===== src/rtl/core/uidp_pkg.sv =====
package uidp_pkg;

  // wire constants
  localparam logic [7:0]  SyncByte = 8'h80;
  localparam logic [7:0]  PidData1 = 8'h4B;
  localparam logic [7:0]  PidData0 = 8'hC3;
  localparam logic [15:0] CrcPoly  = 16'hA001;
  localparam logic [15:0] CrcInit  = 16'hFFFF;

  // default packet size and command queue depth
  localparam int unsigned MaxPacketBytesDefault = 8;
  localparam int unsigned CmdDepth = 4;

  // one classified input word, handed from front to back
  typedef struct packed {
    logic        open;       // emit sync and pid first
    logic        pid_data1;  // pid is data1, else data0
    logic        has_data;   // emit the data byte
    logic        close;      // emit the two crc bytes
    logic [7:0]  data;
    logic [15:0] crc;        // inverted crc, valid when close is set
  } cmd_t;

  // usb crc16 over one byte, reflected, lsb first
  function automatic logic [15:0] crc16_byte(logic [15:0] crc, logic [7:0] b);
    logic [15:0] c;
    c = crc ^ {8'h00, b};
    for (int i = 0; i < 8; i++) begin
      c = c[0] ? ((c >> 1) ^ CrcPoly) : (c >> 1);
    end
    return c;
  endfunction

endpackage


===== src/rtl/core/uidp_front.sv =====
module uidp_front #(
  parameter int unsigned MAX_PACKET_BYTES = uidp_pkg::MaxPacketBytesDefault
) (
  input  logic           clk_i,
  input  logic           rst_ni,
  input  logic           in_valid_i,
  input  logic           in_ready_i,
  input  logic [7:0]     payload_byte_i,
  input  logic           last_byte_i,
  input  logic           empty_transfer_i,
  output uidp_pkg::cmd_t cmd_o
);

  localparam int unsigned CntW = $clog2(MAX_PACKET_BYTES + 1);

  logic [15:0]     crc_q, crc_d;
  logic            toggle_q, toggle_d;
  logic [CntW-1:0] cnt_q, cnt_d;

  logic [15:0]     crc_base;
  logic [15:0]     crc_new;
  logic [CntW-1:0] cnt_next;
  logic            open;
  logic            close;

  // classify the word and advance the packet state
  always_comb begin
    open     = (cnt_q == '0);
    crc_base = open ? uidp_pkg::CrcInit : crc_q;
    crc_new  = uidp_pkg::crc16_byte(crc_base, payload_byte_i);
    cnt_next = cnt_q + 1'b1;
    close    = last_byte_i || (cnt_next == CntW'(MAX_PACKET_BYTES));

    crc_d    = crc_q;
    toggle_d = toggle_q;
    cnt_d    = cnt_q;

    if (empty_transfer_i) begin
      cmd_o.open      = 1'b1;
      cmd_o.pid_data1 = 1'b1;
      cmd_o.has_data  = 1'b0;
      cmd_o.close     = 1'b1;
      cmd_o.data      = 8'h00;
      cmd_o.crc       = 16'h0000;
      crc_d    = uidp_pkg::CrcInit;
      toggle_d = 1'b1;
      cnt_d    = '0;
    end else begin
      cmd_o.open      = open;
      cmd_o.pid_data1 = toggle_q;
      cmd_o.has_data  = 1'b1;
      cmd_o.close     = close;
      cmd_o.data      = payload_byte_i;
      cmd_o.crc       = ~crc_new;
      if (close) begin
        crc_d    = uidp_pkg::CrcInit;
        toggle_d = last_byte_i ? 1'b1 : ~toggle_q;
        cnt_d    = '0;
      end else begin
        crc_d = crc_new;
        cnt_d = cnt_next;
      end
    end
  end

  // packet state, updated on each accepted word
  always_ff @(posedge clk_i or negedge rst_ni) begin
    if (!rst_ni) begin
      crc_q    <= uidp_pkg::CrcInit;
      toggle_q <= 1'b1;
      cnt_q    <= '0;
    end else if (in_valid_i && in_ready_i) begin
      crc_q    <= crc_d;
      toggle_q <= toggle_d;
      cnt_q    <= cnt_d;
    end
  end

endmodule


===== src/rtl/core/uidp_fifo.sv =====
module uidp_fifo (
  input  logic           clk_i,
  input  logic           rst_ni,
  input  logic           push_i,
  input  uidp_pkg::cmd_t push_cmd_i,
  output logic           full_o,
  input  logic           pop_i,
  output logic           head_valid_o,
  output uidp_pkg::cmd_t head_cmd_o
);

  localparam int unsigned Depth = uidp_pkg::CmdDepth;
  localparam int unsigned PtrW  = $clog2(Depth);
  localparam int unsigned CntW  = $clog2(Depth + 1);

  uidp_pkg::cmd_t mem_q [Depth];
  logic [PtrW-1:0] wr_ptr_q, rd_ptr_q;
  logic [CntW-1:0] cnt_q;
  logic            do_push, do_pop;

  assign full_o       = (cnt_q == CntW'(Depth));
  assign head_valid_o = (cnt_q != '0);
  assign head_cmd_o   = mem_q[rd_ptr_q];
  assign do_push      = push_i && !full_o;
  assign do_pop       = pop_i && head_valid_o;

  // pointers and fill count
  always_ff @(posedge clk_i or negedge rst_ni) begin
    if (!rst_ni) begin
      wr_ptr_q <= '0;
      rd_ptr_q <= '0;
      cnt_q    <= '0;
    end else begin
      if (do_push) wr_ptr_q <= (wr_ptr_q == PtrW'(Depth - 1)) ? '0 : wr_ptr_q + 1'b1;
      if (do_pop)  rd_ptr_q <= (rd_ptr_q == PtrW'(Depth - 1)) ? '0 : rd_ptr_q + 1'b1;
      if (do_push && !do_pop)      cnt_q <= cnt_q + 1'b1;
      else if (do_pop && !do_push) cnt_q <= cnt_q - 1'b1;
    end
  end

  // command storage
  always_ff @(posedge clk_i) begin
    if (do_push) mem_q[wr_ptr_q] <= push_cmd_i;
  end

endmodule


===== src/rtl/core/uidp_back.sv =====
module uidp_back (
  input  logic           clk_i,
  input  logic           rst_ni,
  input  logic           head_valid_i,
  input  uidp_pkg::cmd_t head_cmd_i,
  output logic           pop_o,
  output logic           out_valid_o,
  input  logic           out_ready_i,
  output logic [7:0]     packet_byte_o,
  output logic           packet_end_o
);

  typedef enum logic [2:0] {
    PhSync,
    PhPid,
    PhData,
    PhCrcLo,
    PhCrcHi
  } phase_e;

  phase_e     phase_q, phase_d, eff;
  logic       out_valid_q;
  logic [7:0] byte_q, byte_d;
  logic       end_q, end_d;
  logic       advance;
  logic       cmd_done;

  assign advance = head_valid_i && (!out_valid_q || out_ready_i);
  assign pop_o   = advance && cmd_done;

  // skip phases the command does not need, pick the byte and the next phase
  always_comb begin
    eff = phase_q;
    if (eff == PhSync && !head_cmd_i.open)    eff = PhData;
    if (eff == PhData && !head_cmd_i.has_data) eff = PhCrcLo;

    byte_d   = 8'h00;
    end_d    = 1'b0;
    cmd_done = 1'b0;
    phase_d  = phase_q;
    unique case (eff)
      PhSync: begin
        byte_d  = uidp_pkg::SyncByte;
        phase_d = PhPid;
      end
      PhPid: begin
        byte_d  = head_cmd_i.pid_data1 ? uidp_pkg::PidData1 : uidp_pkg::PidData0;
        phase_d = PhData;
      end
      PhData: begin
        byte_d = head_cmd_i.data;
        if (head_cmd_i.close) begin
          phase_d = PhCrcLo;
        end else begin
          cmd_done = 1'b1;
          phase_d  = PhSync;
        end
      end
      PhCrcLo: begin
        byte_d  = head_cmd_i.crc[7:0];
        phase_d = PhCrcHi;
      end
      PhCrcHi: begin
        byte_d   = head_cmd_i.crc[15:8];
        end_d    = 1'b1;
        cmd_done = 1'b1;
        phase_d  = PhSync;
      end
      default: begin
        phase_d = PhSync;
      end
    endcase
  end

  // sequencer state and output register
  always_ff @(posedge clk_i or negedge rst_ni) begin
    if (!rst_ni) begin
      phase_q     <= PhSync;
      out_valid_q <= 1'b0;
      byte_q      <= 8'h00;
      end_q       <= 1'b0;
    end else begin
      if (advance) begin
        phase_q     <= phase_d;
        out_valid_q <= 1'b1;
        byte_q      <= byte_d;
        end_q       <= end_d;
      end else if (out_ready_i) begin
        out_valid_q <= 1'b0;
      end
    end
  end

  assign out_valid_o   = out_valid_q;
  assign packet_byte_o = byte_q;
  assign packet_end_o  = end_q;

endmodule


===== src/rtl/core/usb_in_data_packetizer.sv =====
// USB IN data packetizer: takes payload bytes of an IN transfer on the slave
// stream and emits wire bytes on the master stream, packets of up to
// MAX_PACKET_BYTES data bytes framed as sync 0x80, DATA PID (DATA1 first,
// then alternating), data, inverted CRC16 low byte then high byte (tlast set
// on the high byte). tuser on the input requests the zero-length DATA1 packet
// 80 4B 00 00 and resets the toggle. The front stage takes a word
// whenever the four-entry command queue has room; the output sequencer sends
// one wire byte per cycle while it holds a command and the master stream is
// ready, so a payload byte gives 1 wire byte inside a packet, 3 when it opens
// or closes a packet, 5 when it does both, and an empty transfer gives 4.
module usb_in_data_packetizer #(
  parameter int unsigned MAX_PACKET_BYTES = uidp_pkg::MaxPacketBytesDefault
) (
  input  logic       clk_i,
  input  logic       rst_ni,
  // input stream
  input  logic       s_axis_tvalid_i,
  output logic       s_axis_tready_o,
  input  logic [7:0] s_axis_tdata_i,  // [7:0] payload_byte
  input  logic       s_axis_tlast_i,  // last_byte
  input  logic       s_axis_tuser_i,  // [0] empty_transfer
  // output stream
  output logic       m_axis_tvalid_o,
  input  logic       m_axis_tready_i,
  output logic [7:0] m_axis_tdata_o,  // [7:0] packet_byte
  output logic       m_axis_tlast_o   // packet_end
);

  uidp_pkg::cmd_t push_cmd;
  uidp_pkg::cmd_t head_cmd;
  logic           full;
  logic           head_valid;
  logic           pop;

  assign s_axis_tready_o = !full;

  // classify input words
  uidp_front #(
    .MAX_PACKET_BYTES(MAX_PACKET_BYTES)
  ) u_front (
    .clk_i           (clk_i),
    .rst_ni          (rst_ni),
    .in_valid_i      (s_axis_tvalid_i),
    .in_ready_i      (s_axis_tready_o),
    .payload_byte_i  (s_axis_tdata_i),
    .last_byte_i     (s_axis_tlast_i),
    .empty_transfer_i(s_axis_tuser_i),
    .cmd_o           (push_cmd)
  );

  // command queue
  uidp_fifo u_fifo (
    .clk_i       (clk_i),
    .rst_ni      (rst_ni),
    .push_i      (s_axis_tvalid_i),
    .push_cmd_i  (push_cmd),
    .full_o      (full),
    .pop_i       (pop),
    .head_valid_o(head_valid),
    .head_cmd_o  (head_cmd)
  );

  // wire byte sequencer
  uidp_back u_back (
    .clk_i        (clk_i),
    .rst_ni       (rst_ni),
    .head_valid_i (head_valid),
    .head_cmd_i   (head_cmd),
    .pop_o        (pop),
    .out_valid_o  (m_axis_tvalid_o),
    .out_ready_i  (m_axis_tready_i),
    .packet_byte_o(m_axis_tdata_o),
    .packet_end_o (m_axis_tlast_o)
  );

endmodule


===== config.mk =====
export PLATFORM = sky130hd
export DESIGN_NAME = usb_in_data_packetizer
export DESIGN_NICKNAME = d
export VERILOG_FILES = /design/src/rtl/core/uidp_pkg.sv /design/src/rtl/core/uidp_front.sv /design/src/rtl/core/uidp_fifo.sv /design/src/rtl/core/uidp_back.sv /design/src/rtl/core/usb_in_data_packetizer.sv
export SDC_FILE = /design/constraint.sdc
export NUM_CORES = 1
export LEC_CHECK = 0
export BUFFER_PORTS_ARGS = -buffer_cell sky130_fd_sc_hd__buf_4
export CORE_AREA = 2 2 108 188
export CTS_CLUSTER_SIZE = 16
export DETAILED_ROUTE_END_ITERATION = 12
export DIE_AREA = 0 0 110 190
export PLACE_DENSITY = 0.47
export SLEW_MARGIN = 30
export SYNTH_ARGS = -nofsm -noshare
export SYNTH_HDL_FRONTEND = slang
export SYNTH_SLANG_ARGS = --single-unit

===== constraint.sdc =====
create_clock -name clk_i -period 3.8 [get_ports clk_i]
set_clock_uncertainty 0.15 [all_clocks]
set_input_delay 0.38 -clock clk_i [delete_from_list [all_inputs] [get_ports clk_i]]
set_output_delay 0.38 -clock clk_i [all_outputs]
set_load 0.02 [all_outputs]

; ---- Word level (Yosys, flattened, before mapping)
; Memories as Yosys holds them, arrays and structs flattened.
; Cells that the tools add are included.
[word_totals]
register_bits = 41
output_inout_bits = 11
memories = 1
word_cells = 94
ramBits = 112
[op_classes]
n_mux = 34
n_addsub = 5
eq_ne = 9
reduce_logical = 24
bitwise = 11
[memory_table]
columns = name, depth, word_bits, rd, rd_ports_with_merged_regs, write_ports, line
row1 = u_fifo.mem_q, 4, 28, 1, 0, 1, uidp_fifo.sv:16  ; uidp_pkg::cmd_t mem_q [Depth];
[ops]
columns = op, count
row1 = $mux W16, 11
row2 = $pmux W8 S5, 1
row3 = $mux W28, 1
row4 = $not A2 Y3, 8
row5 = $not A16 Y16, 1
row6 = $xor A16 B8 Y16, 1
row7 = $mux W3, 4
row8 = $pmux W3 S4, 1
row9 = $eq A3 B2 Y1 const B, 3
row10 = $mux W1, 9
row11 = $logic_and A1 B1 Y1, 8
row12 = $mux W4, 2
row13 = $mux W8, 1
row14 = $eq A3 B3 Y1 const B, 2
row15 = $logic_not A1 Y1, 6
row16 = $logic_not A3 Y1, 2
row17 = $mux W2, 3
row18 = $reduce_bool A2 Y1, 3
row19 = $add A2 B1 Y2 const B, 2
row20 = $add A4 B1 Y4 const B, 1
row21 = $eq A2 B2 Y1 const B, 2
row22 = $eq A4 B4 Y1 const B, 1
row23 = $logic_not A4 Y1, 1
row24 = $add A3 B1 Y3 const B, 1
row25 = 7 further kinds, 8

; ---- Depth between registers and ports, before layout
[depth]
word_depth = 21
depth_mapped = 12

; ---- Cells and area by module
; From an unflattened synthesis, not the netlist that was laid out.
[unflattened]
cells_unflattened = 444
hier_area_um2 = 6856.6
[modules_own_cells]
columns = mod, n_inst, cells_each, area_per_inst_um2
row1 = uidp_fifo, 1, 183, 4514.3
row2 = uidp_front, 1, 175, 1549.0
row3 = uidp_back, 1, 85, 789.5
row4 = usb_in_data_packetizer, 1, 1, 3.8

; ---- Worst setup path after synthesis
; No wires, ideal clock.
[synth_timing]
path_type = register -> register
start = register u_fifo.rd_ptr_q[1]
end = register u_fifo.cnt_q[1]
path_stages_with_launch = 11
setup_slack_ns = 0.818
setup_ns = 0.125
required_time_ns = 3.525
arrival_ns = 2.708
synth_period_minus_slack_ns = 2.982
path_buffers = 1
path_cell_list = dfrtp_1 > clkbuf_1 > mux4_2 > and2_4 > nor3_4 > nand2b_1 > a21o_1 > ha_1 > inv_1 > fa_1 > mux2_2
[synth_between]
elab_chain_len = 14
word_cells_on_any_way = 19
classes_between = 3 x eq/ne / 5 x mux / 10 x reduce/logical / 1 x memory
[synth_rtl]
columns = element, line
row1 = "start, declared", uidp_fifo.sv:17  ; logic [PtrW-1:0] wr_ptr_q, rd_ptr_q;
row2 = "start signal, assigned", uidp_fifo.sv:35  ; if (do_pop) rd_ptr_q <= (rd_ptr_q == PtrW'(Depth - 1)) ? '0 : rd_ptr_q + 1'b1;
row3 = $mem_v2 Z4 W28 *, --
row4 = $logic_not A1 Y1, uidp_back.sv:34  ; if (eff == PhSync && !head_cmd_i.open) eff = PhData;
row5 = $logic_and A1 B1 Y1, uidp_back.sv:34
row6 = $mux W3, uidp_back.sv:34
row7 = $eq A3 B2 Y1, uidp_back.sv:35  ; if (eff == PhData && !head_cmd_i.has_data) eff = PhCrcLo;
row8 = $logic_and A1 B1 Y1, uidp_back.sv:35
row9 = $mux W3, uidp_back.sv:35
row10 = $eq A3 B3 Y1 / $eq A3 B2 Y1 (equally long branches), uidp_back.sv:41  ; unique case (eff)
row11 = $pmux W1 S2 *, uidp_back.sv:41
row12 = $logic_and A1 B1 Y1 *, uidp_back.sv:29  ; assign pop_o = advance && cmd_done;
row13 = $logic_and A1 B1 Y1 *, uidp_fifo.sv:25  ; assign do_pop = pop_i && head_valid_o;
row14 = $logic_not A1 Y1, uidp_fifo.sv:36  ; if (do_push && !do_pop) cnt_q <= cnt_q + 1'b1;
row15 = $logic_and A1 B1 Y1, uidp_fifo.sv:36
row16 = $mux W3 / $reduce_bool A2 Y1 (equally long branches), --
row17 = "end signal, assigned", uidp_fifo.sv:36
row18 = "end signal, assigned", uidp_fifo.sv:37  ; else if (do_pop && !do_push) cnt_q <= cnt_q - 1'b1;
row19 = "end, declared", uidp_fifo.sv:18  ; logic [CntW-1:0] cnt_q;
; Mark *: on every way between the ends. The rest lies on a longest branch, timed or not.
; A chain may end at the register's enable or synchronous reset.

==> impl_results.md <==
* Library cells used by synthesis at 53
* Critical Path RT at 3870 ps
* DRC viols at 0
* CTS-repair resized insts at 0
* Area Overhead vs Synth at 16.1%
* Hold Vio Cnt, Final at 0
* Count leader, synth: edfxtp_1
* Clock share of power at 27.8%
* Tcrit/Tclk final at 82.1%
* Pwr dens at 764 mW/mm^2
* EDFF count, synth at 112
* Largest family of logic cells by synthesized area: multiplexers
* Area leader, netlist: edfxtp_1
* CTS Hold Buffers Added at 1
* Max Cap Violations at 0
* First-pass GRT wire length at 23400 um
* Most used DFF post-synth: edfxtp_1
* GRT Overall Usage at 15.9%
* Outcome: finished, final reports clean
* TritonRoute pass-1 iters at 4
* Max Freq at 0.321 GHz
* Final Worst Setup Slack at 681 ps
* Post-Synth XOR/XNOR Area at 5.10%
* Seq/Total Area, Yosys at 65.9%
* Top cells by area, synth: edfxtp_1 (50%), mux4_2 (9.4%), dfrtp_1 (9.0%)
* Antenna violations before repair at 0
* Placement row count at 68
* Compound-Gate Fraction of Synth Area at 6.37%
* Number of DRC markers in iteration 0 at 239
* Met2 usage at 29.1%
* Vias per inst at 5.00
* Ys Warns at 0
* GP Congestion at 0.750
* Post-Synth Adder-Cell Area at 1.98%
* Ports at 25
* Net Count, Synth at 460
* Port buffer count at 24
* H-tree depth at 4
* Reg power frac at 41.4%
* Clk sink count at 153
* P_leak at 2.73 nW
* Clk Latency, worst-skew pair at 420 ps
* Placed Cells at 697
* Simple-Gate Fraction of Synth Area at 7.98%
* Worst hold-check path type: input port to flop
* Pre-CTS WS at 668 ps
* Cell Int Power at 4.02 mW
* Post-synth top cells: edfxtp_1 (112), nor2_1 (36), mux4_2 (28), xnor2_1 (26)
* RSZ-0062 raised after global routing: false
* GRT busiest layer: met2
* Final Power at 5.94 mW
* Avg Inst Size Synth at 15.4 sq um
* FILL cells at 1806
* Layout cells sized above 1 at 25.8%
* Worst IR Drop VDD at 308 uV
* Post-DP Area at 0.00718 sq mm
* Flops & latches, synth at 153
* CTS Buffer Depth at 2
* Vias in the first global route at 3976
* Synth Instances at 436
* Full die area at 0.0209 sq mm
* Clock transition at the registers of the reported paths at 60 ps
* Synthesized cell area at 0.00669 sq mm
* Wirelength per Cell at 20.7 um
* Nets at 496
* CTS root buf: clkbuf_16
* Postcts setup bufs at 0
* CP Capture Type: flop
* Final Critical Period at 3120 ps
* DRT antenna net count at 0
* Setup slack, reg-to-reg at 680 ps
* Setup TNS Final at 0 ps
* Slew Viols, Final at 0
* # diodes at 0
* Grt met3 use at 3.12%
* CORE AREA at 0.0195 sq mm
* Via Count at 3652
* Comb pwr share at 30.9%
* Non-Filler Instances at 730
* Post-DP HPWL at 10500 um
* Total CTS buffers at 17
* Post-synth top area share at 50.2%
* Worst Setup Start Kind: flop
* Total gr overflow at 0
* Drt total wl at 15100 um
* Critical setup path kind: flop to flop
* Mux cell area share after synthesis at 10.7%
* Finished Cell Area at 0.00777 sq mm
* Initial Util at 34.4%
* CP max FO at 14
* CTS tree: built
* Worst Tran Pin Value at 738 ps
* Routing usage on met1 at 17.6%
* Switching power at 1.92 mW
* Largest net degree at the start of global routing at 42
* Asr flop ratio synth at 26.8%
* Slew Limit Headroom at 50.6%
* WP data arrival at 3190 ps
* Sw frac at 32.3%
* Die height at 190 um
* DIE WIDTH at 110 um
* Count of final setup violators at 0
-- path summary, 6_finish.rpt --
check,from,endpoint,depth (start not counted)
min in group asynchronous,rst_ni,u_front.cnt_q[0],2
worst max register to register,u_front.cnt_q[0],u_fifo.mem_q[1][0],8
worst min-delay path,m_axis_tready_i,u_back.out_valid_o,4
max in group asynchronous,rst_ni,u_fifo.rd_ptr_q[0],2
worst max-delay path,u_front.cnt_q[0],u_fifo.mem_q[1][0],8
worst min register to register,u_back.packet_byte_o[0],u_back.packet_byte_o[0],2
-- registers in the layout, indices dropped and copies added, names as in the netlist --
name                  flops
u_fifo.wr_ptr_q           2
u_front.cnt_q             4
u_front.crc_q            16
u_front.toggle_q          1
u_back.phase_q            3
u_back.out_valid_o        1
u_back.packet_byte_o      8
u_fifo.mem_q            112
u_fifo.rd_ptr_q           2
u_back.packet_end_o       1
u_fifo.cnt_q              3
-- layer usage --
metal	part of all wire, %	vias up
met4	2.3	0
met2	57	40
li1	-	1716
met3	1.8	19
met5	0	-
met1	39	1877
-- cell usage in the layout (no fill, tap or decap), types with 3 or more instances in the layout --
master,count
edfxtp_1,112
nor2_1,36
buf_4,34
mux4_2,28
xnor2_1,26
nand2_1,24
dfrtp_1,23
clkbuf_16,17
dfstp_2,17
o21ai_0,16
inv_1,15
o22a_1,14
a21oi_1,9
ha_1,9
nor2b_1,8
clkinvlp_4,8
nand3_1,7
nor3_1,6
a21o_1,5
xor2_1,4
and3_1,4
o22ai_1,4
a22oi_1,4
a221oi_1,4
nand3b_1,3
mux2i_1,3
nand2b_1,3
-- worst max-delay path, cell delays in order (launching register included) --
cell and delay, ps:
dfrtp_1 440, inv_1 110, ha_1 140, nor3b_2 610, nor2_1 170, xnor2_2 200, xnor3_2 540, xnor2_2 250
mux2i_1 320
-- per-stage QoR --
step | hold WS [ps] | utilization (%)
after floorplan | -65.6 | -
after detailed placement | 281 | 36.9
after global placement | 283 | 36.9
after global routing | 111 | 39.9
final | 77.1 | 39.9
after CTS | 60.7 | 39.9
-- power by group through the flow --
stage | Clock [mW] | Sequential, mW | Combinational [mW]
finish | 1.65 | 2.46 | 1.83
global route | 1.76 | 2.49 | 2.04
CTS | 1.69 | 2.46 | 1.89
detailed placement | 0 | 2.50 | 1.88
global placement | 0 | 2.48 | 1.87
floorplan | 0 | 2.45 | 1.30
-- cell families after synthesis --
kind of cell             Yosys count
XOR/XNOR                          34
adder cells (fa/ha/maj)           10
flip-flops                       153
buffers and inverters             34
AO/OA/AOI/OAI                     63
multiplexers                      35
AND/OR/NAND/NOR                  107
-- area by class of cell --
class | count | area, sq um | area share (%)
clock buffer | 18 | 429 | 5.52
clock inverter | 14 | 151 | 1.95
inverter | 16 | 60.1 | 0.773
multi-input combinational | 249 | 2150 | 27.6
sequential | 153 | 4410 | 56.8
tap | 245 | 307 | 3.94
timing repair buffer | 35 | 265 | 3.41
Note: power is estimated with default switching activity, not from simulation.
